--- config.mk ---
export PLATFORM = sky130hd
export DESIGN_NAME = lcs_ram
export DESIGN_NICKNAME = d
export VERILOG_FILES = /design/src/rtl/lcs_ram.sv
export SDC_FILE = /design/constraint.sdc
export NUM_CORES = 1
export LEC_CHECK = 0
export ABC_AREA = 0
export BUFFER_PORTS_ARGS = -buffer_cell sky130_fd_sc_hd__clkbuf_2
export CAP_MARGIN = 20
export CORE_MARGIN = 8
export CORE_UTILIZATION = 66
export DETAILED_ROUTE_END_ITERATION = 7
export PLACE_DENSITY = 0.84
export SYNTH_ARGS = -nofsm -noshare
export SYNTH_HDL_FRONTEND = slang
export SYNTH_SLANG_ARGS = --single-unit
--- constraint.sdc ---
create_clock -name clk -period 5.42 [get_ports clk]
set_clock_uncertainty 0.15 [all_clocks]
set_input_delay 0.271 -clock clk [delete_from_list [all_inputs] [get_ports clk]]
set_output_delay 0.271 -clock clk [all_outputs]
set_load 0.005 [all_outputs]
--- src/rtl/lcs_ram.sv ---
// Generic single-port-write, single-read RAM with registered read data.
`default_nettype none
module lcs_ram #(
  parameter int WIDTH = 8,
  parameter int DEPTH = 32
) (
  input  wire logic                     clk,
  input  wire logic                     we,
  input  wire logic [$clog2(DEPTH)-1:0] waddr,
  input  wire logic [WIDTH-1:0]         wdata,
  input  wire logic [$clog2(DEPTH)-1:0] raddr,
  output logic      [WIDTH-1:0]         rdata
);
  logic [WIDTH-1:0] mem [DEPTH];

  // Write port and registered read port
  always_ff @(posedge clk) begin
    if (we) mem[waddr] <= wdata;
    rdata <= mem[raddr];
  end
endmodule
`default_nettype wire

Word level (Yosys, flattened, before mapping)
Memory sizes are Yosys's and may differ from the RTL's. A register that Yosys moved wholly into a read port is not among the register bits.
Index checks and enable logic that the tools add are counted.
{"block": "op_classes", "mux": 2}
{"cell": "$mux 1", "n": 2}
{"block": "word_totals", "reg_bits": 0, "ramBits": 256, "inputBits": 20, "output_inout_bits": 8, "elab_cells": 3, "n_memories": 1}
{"name": "mem", "words": 32, "word_bits": 8, "read_ports": 1, "rd_ports_with_merged_regs": 1, "wr": 1, "line": "14", "source": "logic [WIDTH-1:0] mem [DEPTH];"}

Depth between registers and ports, before layout
{"block": "logic_depth", "word_depth": 2, "depth_mapped": 5}

Least setup slack after synthesis
OpenSTA, ideal clock, no wires.
{"block": "synth_path", "kind": "input -> register", "from": "input port raddr[2]", "to": "register rdata[0] (read register of mem)", "setup_time_ns": 0.121, "arrival_time_ns": 1.953, "t_required_ns": 5.149, "path_slack_ns": 3.197, "path_stages": 5, "n_path_buf": 2, "path_cell_list": "clkbuf_1 > clkbuf_1 > mux4_2 > mux4_2 > mux2_2"}
{"element": "from (decl)", "line": "11", "source": "input wire logic [$clog2(DEPTH)-1:0] raddr,"}
{"element": "to (decl)", "line": "12", "source": "output logic [WIDTH-1:0] rdata"}

==> run_summary.xml <==
<?xml version="1.0" encoding="UTF-8"?>
<metrics>
  <group name="sta">
    <metric name="maxSlewHeadroom" unit="">0.344</metric>
    <metric name="fmax" unit="MHz">390</metric>
    <metric name="grt_setup_unrepaired" unit="">no</metric>
    <metric name="worst_pin_slew" unit="ps">980</metric>
    <metric name="timing.final.crit_period" unit="ps">2560</metric>
    <metric name="setup_viol" unit="">0</metric>
    <metric name="setup_tns" unit="ps">0</metric>
    <metric name="hold_viol" unit="">0</metric>
    <metric name="layout_worst_path_cycle_share" unit="">0.473</metric>
    <metric name="report.final.slew_viol_count" unit="">0</metric>
  </group>
  <group name="setup_path">
    <metric name="worstPathRequired" unit="ps">5660</metric>
    <metric name="critical_path_fanouts_max" unit="">48</metric>
    <metric name="critPathKind" unit="">in2reg</metric>
    <metric name="setup.worst_path.start_class" unit="">primary input</metric>
    <metric name="worst-endpoint-arrival" unit="ps">2810</metric>
    <metric name="worstSetupEndpointType" unit="">register</metric>
  </group>
  <group name="final_layout">
    <metric name="drive_above_1_share" unit="">0.331</metric>
    <metric name="finish.cell_count_without_fillers" unit="">659</metric>
    <metric name="syn2layout_area_growth" unit="%">10.7</metric>
    <metric name="antenna_cells" unit="">0</metric>
    <metric name="final_nets" unit="">473</metric>
  </group>
  <group name="clock_tree">
    <metric name="cts-buffers-inserted" unit="">25</metric>
    <metric name="cts_stage_hold_buffer_count" unit="">0</metric>
    <metric name="clk_path_buf_depth" unit="">3</metric>
    <metric name="ctsRootBufferMaster" unit="">sky130_fd_sc_hd__clkbuf_16</metric>
    <metric name="numClockSinks" unit="">264</metric>
    <metric name="source_to_sink_clock_delay_at_the_later_pin_of_the_worst_skew_pair" unit="ps">510</metric>
    <metric name="clk_pin_slew_worst_paths" unit="ps">60</metric>
    <metric name="cts_setup_buffers" unit="">0</metric>
    <metric name="cts-htree-levels" unit="">1</metric>
    <metric name="cts-resized-gates" unit="">0</metric>
    <metric name="clock_tree_from_tritoncts" unit="">done</metric>
  </group>
  <group name="floorplan">
    <metric name="dieWidth" unit="um">139</metric>
    <metric name="core" unit="sq mm">0.0150</metric>
    <metric name="boundaryPins" unit="">28</metric>
    <metric name="die_ar" unit="sq mm">0.0194</metric>
    <metric name="start_util" unit="">0.669</metric>
    <metric name="chipHeight" unit="um">139</metric>
    <metric name="floorplan.rows" unit="">45</metric>
  </group>
  <group name="synth">
    <metric name="synth.cell_area" unit="sq mm">0.0101</metric>
    <metric name="netlist_instances" unit="">417</metric>
    <metric name="multiplexer_share_of_the_synthesized_area" unit="">0.188</metric>
    <metric name="synth.distinct_cells" unit="">15</metric>
    <metric name="synth_sequential_area_ratio" unit="">0.781</metric>
    <metric name="synth_simple_gate_area_frac" unit="">0.0207</metric>
    <metric name="synthesis.yosys.warnings" unit="">0</metric>
    <metric name="synthAdderAreaFrac" unit="">0</metric>
    <metric name="mappedNetlistNets" unit="">437</metric>
    <metric name="synth-compound-area-share" unit="">0</metric>
    <metric name="post_synth.cell_area_avg" unit="sq um">24.1</metric>
    <metric name="xor_xnor_cell_area_share_of_the_yosys_netlist" unit="">0</metric>
    <metric name="synth_seq_cells" unit="">264</metric>
    <metric name="dominant_combinational_cell_family_by_area_after_synthesis" unit="">multiplexers</metric>
  </group>
  <group name="global_routing">
    <metric name="grt_pass1_wl" unit="um">31100</metric>
    <metric name="globalRoute.totalOverflow" unit="">0</metric>
    <metric name="grt_antenna_before_repair" unit="">0</metric>
    <metric name="gr-max-usage-layer" unit="">met2</metric>
    <metric name="grt_start_max_net_pins" unit="">49</metric>
    <metric name="via_count_of_the_first_global_routing_pass" unit="">4771</metric>
    <metric name="gr-usage-met3" unit="">0.0451</metric>
    <metric name="gr-usage-all-layers" unit="">0.219</metric>
    <metric name="met1_usage" unit="">0.313</metric>
    <metric name="grt.met2_usage" unit="">0.336</metric>
  </group>
  <group name="drt">
    <metric name="detail_route.drc_violations" unit="">0</metric>
    <metric name="routedWlPerCell" unit="um">31.4</metric>
    <metric name="routed_wirelength" unit="um">20700</metric>
    <metric name="drt-vias-per-instance" unit="">6.98</metric>
    <metric name="drtPass1Iterations" unit="">5</metric>
    <metric name="postRouteAntennaNets" unit="">0</metric>
    <metric name="dr.first_iter.drc_count" unit="">561</metric>
    <metric name="detailroute.via_count" unit="">4602</metric>
  </group>
  <group name="outcome">
    <metric name="run_status" unit="">completed</metric>
  </group>
  <group name="job">
    <metric name="max_cap_violation_count" unit="">0</metric>
  </group>
  <group name="worst_hold_path">
    <metric name="min_path_type" unit="">in2reg</metric>
  </group>
  <group name="placed_design">
    <metric name="place_hpwl" unit="um">12200</metric>
    <metric name="post-place-cells" unit="">614</metric>
    <metric name="port_buffers" unit="">27</metric>
    <metric name="finalWeightedCongestion" unit="">0.802</metric>
  </group>
  <group name="pwr">
    <metric name="irDropWorstVdd" unit="mV">0.325</metric>
    <metric name="pwr_density_cell" unit="mW/mm^2">375</metric>
    <metric name="total_leakage_power" unit="nW">3.48</metric>
  </group>
</metrics>
logic make-up (layout without fill, tap and decap cells):
kind of cell | after synthesis | after routing
flops | 264 | 264
mux | 88 | 88
buf+inv | 20 | 74
simple gates | 45 | 45
sequential cells by signal, summed over array words and instances (netlist names):
| signal | flops |
|---|---|
| mem | 256 |
| rdata | 8 |
cell type report:
class,count,area (sq um)
fill,779,3910
timing repair buffer,29,153
multi-input combinational,133,2100
clock buffer,39,738
tap,188,235
clock inverter,6,53.8
sequential,264,7850
Yosys cell counts:
library cell	count	area, sq um
sky130_fd_sc_hd__buf_6	1	11.3
sky130_fd_sc_hd__or3b_2	3	26.3
sky130_fd_sc_hd__nand3_1	2	10.0
sky130_fd_sc_hd__dfxtp_1	8	160
sky130_fd_sc_hd__nor2_1	33	124
sky130_fd_sc_hd__buf_1	6	22.5
sky130_fd_sc_hd__edfxtp_1	256	7690
sky130_fd_sc_hd__clkbuf_1	6	22.5
sky130_fd_sc_hd__nand2_1	1	3.75
sky130_fd_sc_hd__nand3b_1	5	37.5
sky130_fd_sc_hd__buf_4	6	45.0
sky130_fd_sc_hd__mux4_2	80	1800
sky130_fd_sc_hd__buf_2	1	5.00
sky130_fd_sc_hd__mux2_2	8	90.1
sky130_fd_sc_hd__or3_1	1	6.26
critical path, cell delays in order:
cell and delay [ps]:
sky130_fd_sc_hd__buf_4 700, sky130_fd_sc_hd__buf_4 460, sky130_fd_sc_hd__mux4_2 580, sky130_fd_sc_hd__mux4_2 470, sky130_fd_sc_hd__mux2_2 300
layout by cell type, fill, tap and decap left out, drive strengths merged:
| master | count |
|---|---|
| mux2 | 8 |
| nand3b | 5 |
| buf | 3 |
| clkinv | 5 |
| edfxtp | 256 |
| nand2 | 1 |
| nand3 | 2 |
| clkbuf | 65 |
| dfxtp | 8 |
| bufinv | 1 |
| or3b | 3 |
| nor2 | 33 |
| or3 | 1 |
| mux4 | 80 |
where the power goes:
group          total [mW]  switching, mW  internal, mW
registers            2.28         0.0115          2.27
clock network        1.69          0.710         0.980
logic               0.205          0.117        0.0884
total                4.18          0.839          3.34
stage by stage:
stage	util	cell area (sq um)	worst slack, ps	power [mW]	hold slack [ps]
finish	0.740	11100	2860	4.18	102
global route	0.740	11100	2670	4.28	90.6
CTS	0.740	11100	2790	4.19	77.6
detailed placement	0.687	10300	2300	2.53	520
global placement	0.687	10300	2300	2.52	519
floorplan	-	10100	3200	2.44	220
path summary, 6_finish.rpt:
path	startpoint	end	slack, ps	cells after the start
hold reg to reg	mem[6][0]	rdata[0]	760	3
setup reg to reg	mem[23][4]	rdata[4]	3430	3
setup / recovery	raddr[0]	rdata[2]	2860	5
hold / removal	raddr[3]	rdata[0]	100	2
layer usage:
metal  up-vias  part of all wire  wire (um)
met5         -                 0          0
met4         0             0.022        454
met3        37              0.10       2150
met2       305              0.48       9940
met1      2412              0.39       8120
li1       1848                 -          -
Note: power is estimated with default switching activity, not from simulation.
